==> config.mk <==
export PLATFORM = sky130hd
export DESIGN_NAME = json_byte_tokenizer
export DESIGN_NICKNAME = d
export VERILOG_FILES = /design/src/rtl/core/jbt_pkg.sv /design/src/rtl/core/json_byte_tokenizer.sv
export SDC_FILE = /design/constraint.sdc
export NUM_CORES = 1
export LEC_CHECK = 0
export ABC_AREA = 1
export ABC_CLOCK_PERIOD_IN_PS = 13000
export BUFFER_PORTS_ARGS = -buffer_cell sky130_fd_sc_hd__buf_2
export CAP_MARGIN = 0
export CORE_MARGIN = 3
export CORE_UTILIZATION = 65
export DETAILED_ROUTE_END_ITERATION = 8
export PLACE_DENSITY = 0.84
export SKIP_LAST_GASP = 1
export SLEW_MARGIN = 20
export SYNTH_ARGS = -nofsm -noshare
export SYNTH_HDL_FRONTEND = slang
export SYNTH_SLANG_ARGS = --single-unit
==> constraint.sdc <==
create_clock -name clk -period 13 [get_ports clk]
set_input_delay 1.3 -clock clk [delete_from_list [all_inputs] [get_ports clk]]
set_output_delay 1.3 -clock clk [all_outputs]
set_load 0.01 [all_outputs]
==> src/rtl/core/jbt_pkg.sv <==
`timescale 1ns / 1ps
// ----------------------------------------------------------------------------
// jbt_pkg
// Types and constants shared by the JSON byte tokeniser.
// ----------------------------------------------------------------------------
package jbt_pkg;

  localparam int LENGTH_BITS   = 16;
  localparam int POSITION_BITS = 20;

  typedef logic [LENGTH_BITS-1:0]   len_t;
  typedef logic [POSITION_BITS-1:0] pos_t;

  typedef enum logic [3:0] {
    KIND_LBRACE = 4'd0,
    KIND_RBRACE = 4'd1,
    KIND_LBRACK = 4'd2,
    KIND_RBRACK = 4'd3,
    KIND_COLON  = 4'd4,
    KIND_COMMA  = 4'd5,
    KIND_STRING = 4'd6,
    KIND_INT    = 4'd7,
    KIND_FLOAT  = 4'd8,
    KIND_NULL   = 4'd9,
    KIND_TRUE   = 4'd10,
    KIND_FALSE  = 4'd11,
    KIND_END    = 4'd12,
    KIND_ERROR  = 4'd13
  } kind_t;

  typedef enum logic [2:0] {
    ERR_NONE     = 3'd0,
    ERR_ESCAPE   = 3'd1,
    ERR_HEX      = 3'd2,
    ERR_UNTERM   = 3'd3,
    ERR_WORD     = 3'd4,
    ERR_START    = 3'd5
  } err_t;

  typedef enum logic [2:0] {
    M_BETWEEN = 3'd0,
    M_SLASH   = 3'd1,
    M_COMMENT = 3'd2,
    M_STRING  = 3'd3,
    M_ESC     = 3'd4,
    M_HEX     = 3'd5,
    M_WORD    = 3'd6
  } mode_t;

  typedef struct packed {
    kind_t kind;
    err_t  code;
    len_t  len;
    pos_t  line;
    pos_t  col;
  } token_t;

endpackage

==> src/rtl/core/json_byte_tokenizer.sv <==
`timescale 1ns / 1ps
// ----------------------------------------------------------------------------
// json_byte_tokenizer
// Streaming JSON lexer: one byte per word in, tokens out.
// ----------------------------------------------------------------------------
// Output: tokens are registered; a token appears in the cycle after the byte that completes it is accepted.
// Throughput: one byte per cycle while out_ready keeps the output queue draining;
//   a byte that ends a word may give two tokens, and in_ready stays low until the queue can take two more.
// Reset: rst (synchronous) returns the lexer to between tokens at line 1,
//   column 1 and clears the stop-on-error flag and the output queue.
// ----------------------------------------------------------------------------
module json_byte_tokenizer import jbt_pkg::*; (
  input  logic        clk,
  input  logic        rst,
  input  logic        in_valid,
  output logic        in_ready,
  input  logic [7:0]  data_byte,
  input  logic        doc_end,
  output logic        out_valid,
  input  logic        out_ready,
  output logic [3:0]  token_kind,
  output logic [2:0]  error_code,
  output logic [LENGTH_BITS-1:0]   token_length,
  output logic [POSITION_BITS-1:0] token_line,
  output logic [POSITION_BITS-1:0] token_column,
  output logic        last_of_run
);

  localparam len_t LEN_MAX = '1;
  localparam pos_t POS_MAX = '1;
  localparam pos_t POS_ONE = POSITION_BITS'(1);
  localparam len_t LEN_ONE = LENGTH_BITS'(1);

  // word class flag bits
  localparam int F_BAD = 0, F_DIGIT = 1, F_PERIOD = 2, F_EXP = 3;
  localparam int F_EXP_SIGN = 4, F_EXP_DIGIT = 5;

  // lexer state
  mode_t       mode, mode_next;
  logic [2:0]  hex, hex_next;
  logic [5:0]  flags, flags_next;
  logic [2:0]  kw, kw_next;       // null, true, false still possible
  len_t        len, len_next;
  pos_t        cur_line, cur_line_next, cur_col, cur_col_next;
  pos_t        st_line, st_line_next, st_col, st_col_next;
  logic        stopped, stopped_next;

  // per-byte results
  token_t      tok0, tok1;
  logic [1:0]  n_tok;

  // output queue: two entries, oldest at slot 0, each with last flag
  token_t      q_tok [2];
  logic [1:0]  q_last;
  logic [1:0]  q_cnt;

  logic        acc, pop;
  logic [7:0]  b;
  logic        is_end;

  assign b      = data_byte;
  assign is_end = doc_end || (data_byte == 8'd0);
  // room for two new tokens needed; after any pop the queue must be empty
  assign in_ready  = (q_cnt == 2'd0) || (q_cnt == 2'd1 && out_ready);
  assign acc       = in_valid && in_ready;
  assign out_valid = (q_cnt != 2'd0);
  assign pop       = out_valid && out_ready;

  function automatic logic is_digit(input logic [7:0] c);
    return c >= "0" && c <= "9";
  endfunction
  function automatic logic is_hexd(input logic [7:0] c);
    return is_digit(c) || (c >= "a" && c <= "f") || (c >= "A" && c <= "F");
  endfunction
  function automatic logic is_word(input logic [7:0] c);
    return is_digit(c) || (c >= "a" && c <= "z") || (c >= "A" && c <= "Z") ||
           c == "." || c == "-";
  endfunction
  function automatic logic is_space(input logic [7:0] c);
    return c == " " || (c >= 8'd9 && c <= 8'd13);
  endfunction
  function automatic len_t sinc(input len_t v);
    return (v == LEN_MAX) ? v : v + LEN_ONE;
  endfunction
  function automatic pos_t pinc(input pos_t v);
    return (v == POS_MAX) ? v : v + POS_ONE;
  endfunction
  // expected keyword byte at index i; zero where out of range
  function automatic logic [7:0] kw_char(input int k, input len_t i);
    logic [7:0] c;
    c = 8'd0;
    case (k)
      0: case (i) 0: c = "n"; 1: c = "u"; 2: c = "l"; 3: c = "l"; default: c = 8'd0; endcase
      1: case (i) 0: c = "t"; 1: c = "r"; 2: c = "u"; 3: c = "e"; default: c = 8'd0; endcase
      default: case (i)
        0: c = "f"; 1: c = "a"; 2: c = "l"; 3: c = "s"; 4: c = "e"; default: c = 8'd0;
      endcase
    endcase
    return c;
  endfunction

  always_comb begin
    token_t t;
    logic   word_close, do_between, done;
    logic [5:0] f;
    t = '{kind: KIND_END, code: ERR_NONE, len: '0, line: '0, col: '0};
    mode_next = mode; hex_next = hex; flags_next = flags; kw_next = kw;
    len_next = len; cur_line_next = cur_line; cur_col_next = cur_col;
    st_line_next = st_line; st_col_next = st_col; stopped_next = stopped;
    tok0 = t; tok1 = t; n_tok = 2'd0;
    word_close = 1'b0; do_between = 1'b0; done = 1'b0; f = flags;

    if (!stopped) begin
      case (mode)
        M_WORD: begin
          if (!is_end && is_word(b)) begin
            if (!f[F_BAD]) begin
              if (is_digit(b)) begin
                if (f[F_EXP]) f[F_EXP_DIGIT] = 1'b1; else f[F_DIGIT] = 1'b1;
              end else if (b == "-") begin
                if (len == '0) f = f;
                else if (f[F_EXP] && !f[F_EXP_SIGN] && !f[F_EXP_DIGIT]) f[F_EXP_SIGN] = 1'b1;
                else f[F_BAD] = 1'b1;
              end else if (b == ".") begin
                if (f[F_EXP] || f[F_PERIOD]) f[F_BAD] = 1'b1; else f[F_PERIOD] = 1'b1;
              end else if (b == "e") begin
                if (f[F_EXP] || !f[F_DIGIT]) f[F_BAD] = 1'b1; else f[F_EXP] = 1'b1;
              end else begin
                f[F_BAD] = 1'b1;
              end
            end
            flags_next = f;
            for (int k = 0; k < 3; k++)
              if (kw_char(k, len) != b) kw_next[k] = 1'b0;
            len_next = sinc(len);
          end else begin
            word_close = 1'b1;
          end
        end
        M_SLASH: begin
          if (!is_end && b == "/") mode_next = M_COMMENT;
          else begin
            tok0 = '{KIND_ERROR, ERR_START, LEN_ONE, st_line, st_col};
            n_tok = 2'd1; stopped_next = 1'b1; mode_next = M_BETWEEN;
          end
        end
        M_COMMENT: begin
          if (is_end) do_between = 1'b1;
          else if (b == 8'h0a) mode_next = M_BETWEEN;
        end
        M_STRING, M_ESC, M_HEX: begin
          if (is_end) begin
            tok0 = '{KIND_ERROR, (mode == M_STRING) ? ERR_UNTERM :
                     (mode == M_ESC) ? ERR_ESCAPE : ERR_HEX, len, st_line, st_col};
            n_tok = 2'd1; stopped_next = 1'b1; mode_next = M_BETWEEN;
          end else begin
            len_next = sinc(len);
            if (mode == M_STRING) begin
              if (b == "\"") begin
                mode_next = M_BETWEEN;
                tok0 = '{KIND_STRING, ERR_NONE, sinc(len), st_line, st_col};
                n_tok = 2'd1;
              end else if (b == "\\") mode_next = M_ESC;
            end else if (mode == M_ESC) begin
              if (b == "\"" || b == "\\" || b == "/" || b == "b" || b == "f" ||
                  b == "n" || b == "r" || b == "t") mode_next = M_STRING;
              else if (b == "u") begin
                hex_next = 3'd0; mode_next = M_HEX;
              end else begin
                tok0 = '{KIND_ERROR, ERR_ESCAPE, sinc(len), st_line, st_col};
                n_tok = 2'd1; stopped_next = 1'b1; mode_next = M_BETWEEN;
              end
            end else begin
              if (is_hexd(b)) begin
                if (hex == 3'd3) begin
                  hex_next = 3'd0; mode_next = M_STRING;
                end else hex_next = hex + 3'd1;
              end else begin
                tok0 = '{KIND_ERROR, ERR_HEX, sinc(len), st_line, st_col};
                n_tok = 2'd1; stopped_next = 1'b1; mode_next = M_BETWEEN;
              end
            end
          end
        end
        default: do_between = 1'b1;
      endcase

      // word finish: classify; for a valid word the closing byte then starts afresh
      if (word_close) begin
        mode_next = M_BETWEEN;
        n_tok = 2'd1;
        if (!flags[F_BAD] && flags[F_DIGIT] && !flags[F_PERIOD] && !flags[F_EXP]) begin
          tok0 = '{KIND_INT, ERR_NONE, len, st_line, st_col}; do_between = 1'b1;
        end else if (!flags[F_BAD] && flags[F_DIGIT] &&
                     (!flags[F_EXP] || flags[F_EXP_DIGIT])) begin
          tok0 = '{KIND_FLOAT, ERR_NONE, len, st_line, st_col}; do_between = 1'b1;
        end else if (kw[0] && len == LENGTH_BITS'(4)) begin
          tok0 = '{KIND_NULL, ERR_NONE, len, st_line, st_col}; do_between = 1'b1;
        end else if (kw[1] && len == LENGTH_BITS'(4)) begin
          tok0 = '{KIND_TRUE, ERR_NONE, len, st_line, st_col}; do_between = 1'b1;
        end else if (kw[2] && len == LENGTH_BITS'(5)) begin
          tok0 = '{KIND_FALSE, ERR_NONE, len, st_line, st_col}; do_between = 1'b1;
        end else begin
          tok0 = '{KIND_ERROR, ERR_WORD, len, st_line, st_col};
          stopped_next = 1'b1;
        end
      end

      if (do_between) begin
        mode_next = M_BETWEEN;
        t = '{KIND_END, ERR_NONE, LEN_ONE, cur_line, cur_col};
        if (is_end) begin
          done = 1'b1; t.len = '0;
          if (n_tok == 2'd0) begin tok0 = t; n_tok = 2'd1; end
          else begin tok1 = t; n_tok = 2'd2; end
        end else if (!is_space(b)) begin
          logic emit_t;
          emit_t = 1'b1;
          case (b)
            "{": t.kind = KIND_LBRACE;
            "}": t.kind = KIND_RBRACE;
            "[": t.kind = KIND_LBRACK;
            "]": t.kind = KIND_RBRACK;
            ":": t.kind = KIND_COLON;
            ",": t.kind = KIND_COMMA;
            "/", "\"": begin
              emit_t = 1'b0;
              mode_next = (b == "/") ? M_SLASH : M_STRING;
              st_line_next = cur_line; st_col_next = cur_col; len_next = LEN_ONE;
            end
            default: begin
              st_line_next = cur_line; st_col_next = cur_col;
              mode_next = M_WORD;
              if (is_word(b)) begin
                emit_t = 1'b0;
                f = '0;
                if (is_digit(b)) f[F_DIGIT] = 1'b1;
                else if (b == "." ) f[F_PERIOD] = 1'b1;
                else if (b != "-") f[F_BAD] = 1'b1;
                flags_next = f;
                for (int k = 0; k < 3; k++) kw_next[k] = (kw_char(k, '0) == b);
                len_next = LEN_ONE;
              end else begin
                t = '{KIND_ERROR, ERR_START, LEN_ONE, cur_line, cur_col};
                stopped_next = 1'b1; mode_next = M_BETWEEN; len_next = LEN_ONE;
              end
            end
          endcase
          if (emit_t) begin
            if (n_tok == 2'd0) begin tok0 = t; n_tok = 2'd1; end
            else begin tok1 = t; n_tok = 2'd2; end
          end
        end
      end

      if (done) begin
        mode_next = M_BETWEEN; hex_next = '0; flags_next = '0; kw_next = '0;
        len_next = '0; cur_line_next = POS_ONE; cur_col_next = POS_ONE;
        st_line_next = POS_ONE; st_col_next = POS_ONE;
      end else if (!is_end && !stopped_next) begin
        if (b == 8'h0a) begin
          cur_line_next = pinc(cur_line); cur_col_next = POS_ONE;
        end else cur_col_next = pinc(cur_col);
      end
    end
  end

  always_ff @(posedge clk) begin
    if (rst) begin
      mode <= M_BETWEEN; hex <= '0; flags <= '0; kw <= '0; len <= '0;
      cur_line <= POS_ONE; cur_col <= POS_ONE; st_line <= POS_ONE; st_col <= POS_ONE;
      stopped <= 1'b0;
    end else if (acc) begin
      mode <= mode_next; hex <= hex_next; flags <= flags_next; kw <= kw_next;
      len <= len_next; cur_line <= cur_line_next; cur_col <= cur_col_next;
      st_line <= st_line_next; st_col <= st_col_next; stopped <= stopped_next;
    end
  end

  // output queue; an accepted byte always finds it empty once any pop is
  // taken, so new tokens load both slots
  always_ff @(posedge clk) begin
    if (acc && n_tok != 2'd0) begin
      q_tok[0] <= tok0; q_last[0] <= (n_tok == 2'd1);
      q_tok[1] <= tok1; q_last[1] <= 1'b1;
    end else if (pop) begin
      q_tok[0] <= q_tok[1]; q_last[0] <= q_last[1];
    end
    if (rst) q_cnt <= 2'd0;
    else     q_cnt <= q_cnt - {1'b0, pop} + (acc ? n_tok : 2'd0);
  end

  assign token_kind   = q_tok[0].kind;
  assign error_code   = q_tok[0].code;
  assign token_length = q_tok[0].len;
  assign token_line   = q_tok[0].line;
  assign token_column = q_tok[0].col;
  assign last_of_run  = q_last[0];

endmodule
==> impl_table.tex <==
\begin{tabular}{lr}
\hline
Metric & Value \\
\hline
\multicolumn{2}{l}{\textbf{Power and ir drop}} \\
Switching power as a share of total power & 34.3\% \\
Net switching power of the design & 0.846 mW \\
Static leakage & 5.62 nW \\
Clock power frac & 32.1\% \\
Cell-internal power & 1.62 mW \\
Worst vdd ir & 0.133 mV \\
Share of power burned in registers & 40.5\% \\
Power per cell area & 168 nW/um2 \\
Share of total power in combinational logic & 27.4\% \\
\multicolumn{2}{l}{\textbf{Detailed routing}} \\
Routed via count & 13,400 \\
Routed wire length & 39,000 um \\
Number of DRC markers in iteration 0 & 1,973 \\
Residual DRC & 0 \\
Average via count per standard cell & 6.26 \\
Routed wire length per instance & 18.3 um \\
Antenna viol nets, final & 0 \\
Detailed-routing iteration count for the pre-antenna-repair pass & 9 \\
\multicolumn{2}{l}{\textbf{Logic synthesis}} \\
Post-Syn Area & 13,500 um2 \\
FFs w/ async S/R, synth & 0\% \\
Sequential share of the synthesized area & 41.4\% \\
Count of flip-flops with a built-in enable after synthesis & 110 \\
Flop and latch count out of synthesis & 224 \\
Dominant cell type by area after synthesis & sky130\_fd\_sc\_hd\_\_edfxtp\_1 \\
Yosys warnings & 0 \\
Syn nets & 1,868 \\
Post-synthesis cell count & 1,845 \\
Dominant register cell in the synthesized netlist & sky130\_fd\_sc\_hd\_\_dfxtp\_1 \\
Netlist cell types & 52 \\
Average size of a mapped cell & 7.31 um2 \\
Leading cell types by total area after synthesis & sky130\_fd\_sc\_hd\_\_edfxtp\_1 24\%, sky130\_fd\_sc\_hd\_\_dfxtp\_1 17\%, sky130\_fd\_sc\_hd\_\_nand2\_1 12\%, sky130\_fd\_sc\_hd\_\_a21oi\_1 5.2\%, sky130\_fd\_sc\_hd\_\_nand3\_1 5.2\% \\
Proportion of netlist area held by the largest area contributor & 24.5\% \\
\multicolumn{2}{l}{\textbf{Layout}} \\
Summed area of non-filler cells in the final layout & 14,700 um2 \\
Count of non-filler cells in the finished layout & 2,135 \\
Sequential cell area & 5590 um2 \\
Number of antenna repair diodes & 0 \\
Highest-count cells in the layout ignoring fill and taps & 444 x sky130\_fd\_sc\_hd\_\_nand2\_1, 172 x sky130\_fd\_sc\_hd\_\_nor2\_1, 141 x sky130\_fd\_sc\_hd\_\_a21oi\_1 \\
Filler instances & 1,629 \\
Multi-input gate area in the final layout & 6780 um2 \\
Area growth syn-to-layout & 8.88\% \\
Fraction of layout cells with a size suffix above 1 & 10.8\% \\
Post-layout utilization of the core & 72.4\% \\
Most frequent standard cell in the layout excluding fill and tap cells & sky130\_fd\_sc\_hd\_\_nand2\_1 \\
Net total in the final layout & 1,869 \\
\multicolumn{2}{l}{\textbf{Critical path}} \\
Worst path cell trace & buf\_2 -> inv\_2 -> nand2\_1 -> nor2\_1 -> nand2\_1 -> nand2\_2 -> inv\_2 -> nand2\_4 -> a21oi\_4 -> nand2\_2 -> ha\_1 -> inv\_1 -> nor2\_1 -> nor2\_1 -> nand3\_1 -> nand2\_2 -> nand3\_2 -> nand2\_2 -> nor2\_1 \\
Largest fanout on the critical path & 49 \\
Critical path class & in -> reg \\
Critical Path AT & 6870 ps \\
Slowest library cell on the worst path & sky130\_fd\_sc\_hd\_\_nand3\_2 \\
Nature of the critical path endpoint & flop \\
Required time of the critical path & 13,260 ps \\
Critical path startpoint & data\_byte[4] \\
Critical R2R Launch & mode[2] \\
Maximum single-stage delay on the critical path & 1010 ps \\
Crit path launch type & primary input \\
\multicolumn{2}{l}{\textbf{Floorplanning}} \\
Initial standard-cell utilization of the core & 66.5\% \\
\# IOs & 79 \\
Horiz. Die Dim & 150 um \\
Die area & 22,500 um2 \\
Cell Rows & 52 \\
Die Ht & 150 um \\
Core ar. & 20,300 um2 \\
\multicolumn{2}{l}{\textbf{Timing}} \\
Final hold viol count & 0 \\
Final TNS setup & 0 ps \\
Unrepaired setup endpoints after global routing & no \\
Final setup violation count & 0 \\
Tightest slew margin relative to the limit & 30.4\% \\
Worst hold slack & 443 ps \\
Final critical-path required period & 6620 ps \\
Final clock period utilization by the worst path & 50.9\% \\
Highest Clock Rate & 0.151 GHz \\
Tightest Pin Transition & 1040 ps \\
Max Clock Skew & 29.2 ps \\
Number of max-slew violations in the final report & 0 \\
\multicolumn{2}{l}{\textbf{Clock network}} \\
CTS Root Cell & sky130\_fd\_sc\_hd\_\_clkbuf\_16 \\
Clock buffers created by TritonCTS & 25 \\
CTS tree & done \\
Number of cells upsized or downsized after cts & 0 \\
Clock Path Buffers & 3 \\
H-tree depth & 1 \\
Number of sinks on the clock net & 224 \\
Clock slew at reported path FFs & 60 ps \\
Hold Buf Count CTS & 0 \\
Clock network latency to the later pin of the worst-skew pair & 540 ps \\
Post CTS Setup Buffer Count & 0 \\
\multicolumn{2}{l}{\textbf{Worst hold path}} \\
Class of the most critical hold timing path & reg -> reg \\
Launch instance of the worst min-delay path & flags[4] \\
\multicolumn{2}{l}{\textbf{GRT}} \\
Number of antenna violations at the first check in global routing & 0 \\
Global-route wire length before repair & 61,400 um \\
Overall fraction of global-route tracks in use & 33.9\% \\
Largest net degree at the start of global routing & 73 \\
Number of global-route vias before repair & 11,300 \\
Total grt overflow & 0 \\
\multicolumn{2}{l}{\textbf{Place}} \\
Placer congestion estimate & 1.02 \\
Port bufs & 78 \\
Sum of net half-perimeters after detailed placement & 27,200 um \\
Number of placed instances, taps included & 2,089 \\
Placed instance area & 13,800 um2 \\
\multicolumn{2}{l}{\textbf{Run status}} \\
Run status & complete, no violations \\
\multicolumn{2}{l}{\textbf{Flow run}} \\
Number of max-cap violations & 0 \\
\hline
\end{tabular}
-- power by group through the flow --
| stage | registers (mW) | logic (mW) | clock network [mW] |
|---|---|---|---|
| floorplan | 1.06 | 0.414 | 0 |
| global placement | 1.01 | 0.652 | 0 |
| detailed placement | 1.01 | 0.663 | 0 |
| CTS | 0.998 | 0.668 | 0.793 |
| global route | 1.01 | 0.743 | 0.824 |
| finish | 0.998 | 0.674 | 0.791 |
-- Yosys cell counts, types with 3 or more instances --
library cell,count
sky130_fd_sc_hd__clkbuf_1,61
sky130_fd_sc_hd__nand3b_1,5
sky130_fd_sc_hd__nand3_2,5
sky130_fd_sc_hd__o221ai_1,3
sky130_fd_sc_hd__dfxtp_1,114
sky130_fd_sc_hd__buf_1,8
sky130_fd_sc_hd__nor2_4,5
sky130_fd_sc_hd__buf_4,12
sky130_fd_sc_hd__inv_1,140
sky130_fd_sc_hd__o21ai_1,8
sky130_fd_sc_hd__o22ai_1,8
sky130_fd_sc_hd__or2_2,5
sky130_fd_sc_hd__buf_2,29
sky130_fd_sc_hd__nor2_1,173
sky130_fd_sc_hd__nand4_1,106
sky130_fd_sc_hd__o31ai_1,36
sky130_fd_sc_hd__nor4_1,13
sky130_fd_sc_hd__nor3b_1,3
sky130_fd_sc_hd__nand2_2,13
sky130_fd_sc_hd__o211ai_1,17
sky130_fd_sc_hd__o21ai_0,48
sky130_fd_sc_hd__xor2_1,38
sky130_fd_sc_hd__nand2_4,6
sky130_fd_sc_hd__inv_2,18
sky130_fd_sc_hd__nor2_2,12
sky130_fd_sc_hd__nand3_1,140
sky130_fd_sc_hd__o21a_1,5
sky130_fd_sc_hd__edfxtp_1,110
sky130_fd_sc_hd__a21oi_1,141
sky130_fd_sc_hd__a31oi_1,6
sky130_fd_sc_hd__ha_1,10
sky130_fd_sc_hd__nor3_1,70
sky130_fd_sc_hd__nand2_1,446
sky130_fd_sc_hd__buf_6,3
-- routing by layer --
layer / up-vias / track usage (%) / share of wire [%]
met5: - / 0 / 0
met3: 54 / 7.03 / 14
met4: 0 / 5.86 / 1.3
met1: 6103 / 56.7 / 45
li1: 6302 / - / -
met2: 915 / 44.7 / 39
-- final timing paths --
path / to / slack (ps) / cells after the start
worst max-delay path: q_tok[0][44] / 6380 / 19
worst min-delay path: flags[4] / 440 / 2
worst max register to register: q_tok[0][44] / 6790 / 16
worst min register to register: flags[4] / 440 / 2
-- logic make-up after synthesis --
logic type | synth area share [%]
xor+xnor | 2.53
buf+inv | 8.37
simple gates | 34.2
fa+ha+maj | 0.927
compound gates | 12.6
flops | 41.4
-- metrics by stage --
stage	power (mW)	setup slack [ps]
finish	2.46	6380
global route	2.58	5830
CTS	2.46	6490
detailed placement	1.68	5980
global placement	1.66	6130
floorplan	1.47	6540
-- flip-flops by register name, summed over array words and instances (netlist names) --
name,cells
cur_col,20
len,16
cur_line,20
st_col,20
kw,3
q_cnt,2
hex,3
q_tok,109
mode,3
stopped,1
q_last,1
st_line,20
flags,6
-- worst max-delay path: cells and delay by family --
family / cells / cell delay [ps]
AO/OA/AOI/OAI: 1 / 100
buffers and inverters: 4 / 780
AND/OR/NAND/NOR: 13 / 4330
adder cells (fa/ha/maj): 1 / 350
-- final cells by class --
cell class / count / area share [%]
Timing Repair Buffer: 87 / 3.12
Inverter: 160 / 4.09
Multi-Input combinational cell: 1348 / 46.2
Sequential cell: 224 / 38.0
Tap cell: 270 / 2.30
Clock buffer: 29 / 4.36
Clock inverter: 17 / 1.92
Note: power is estimated with default switching activity, not from simulation.
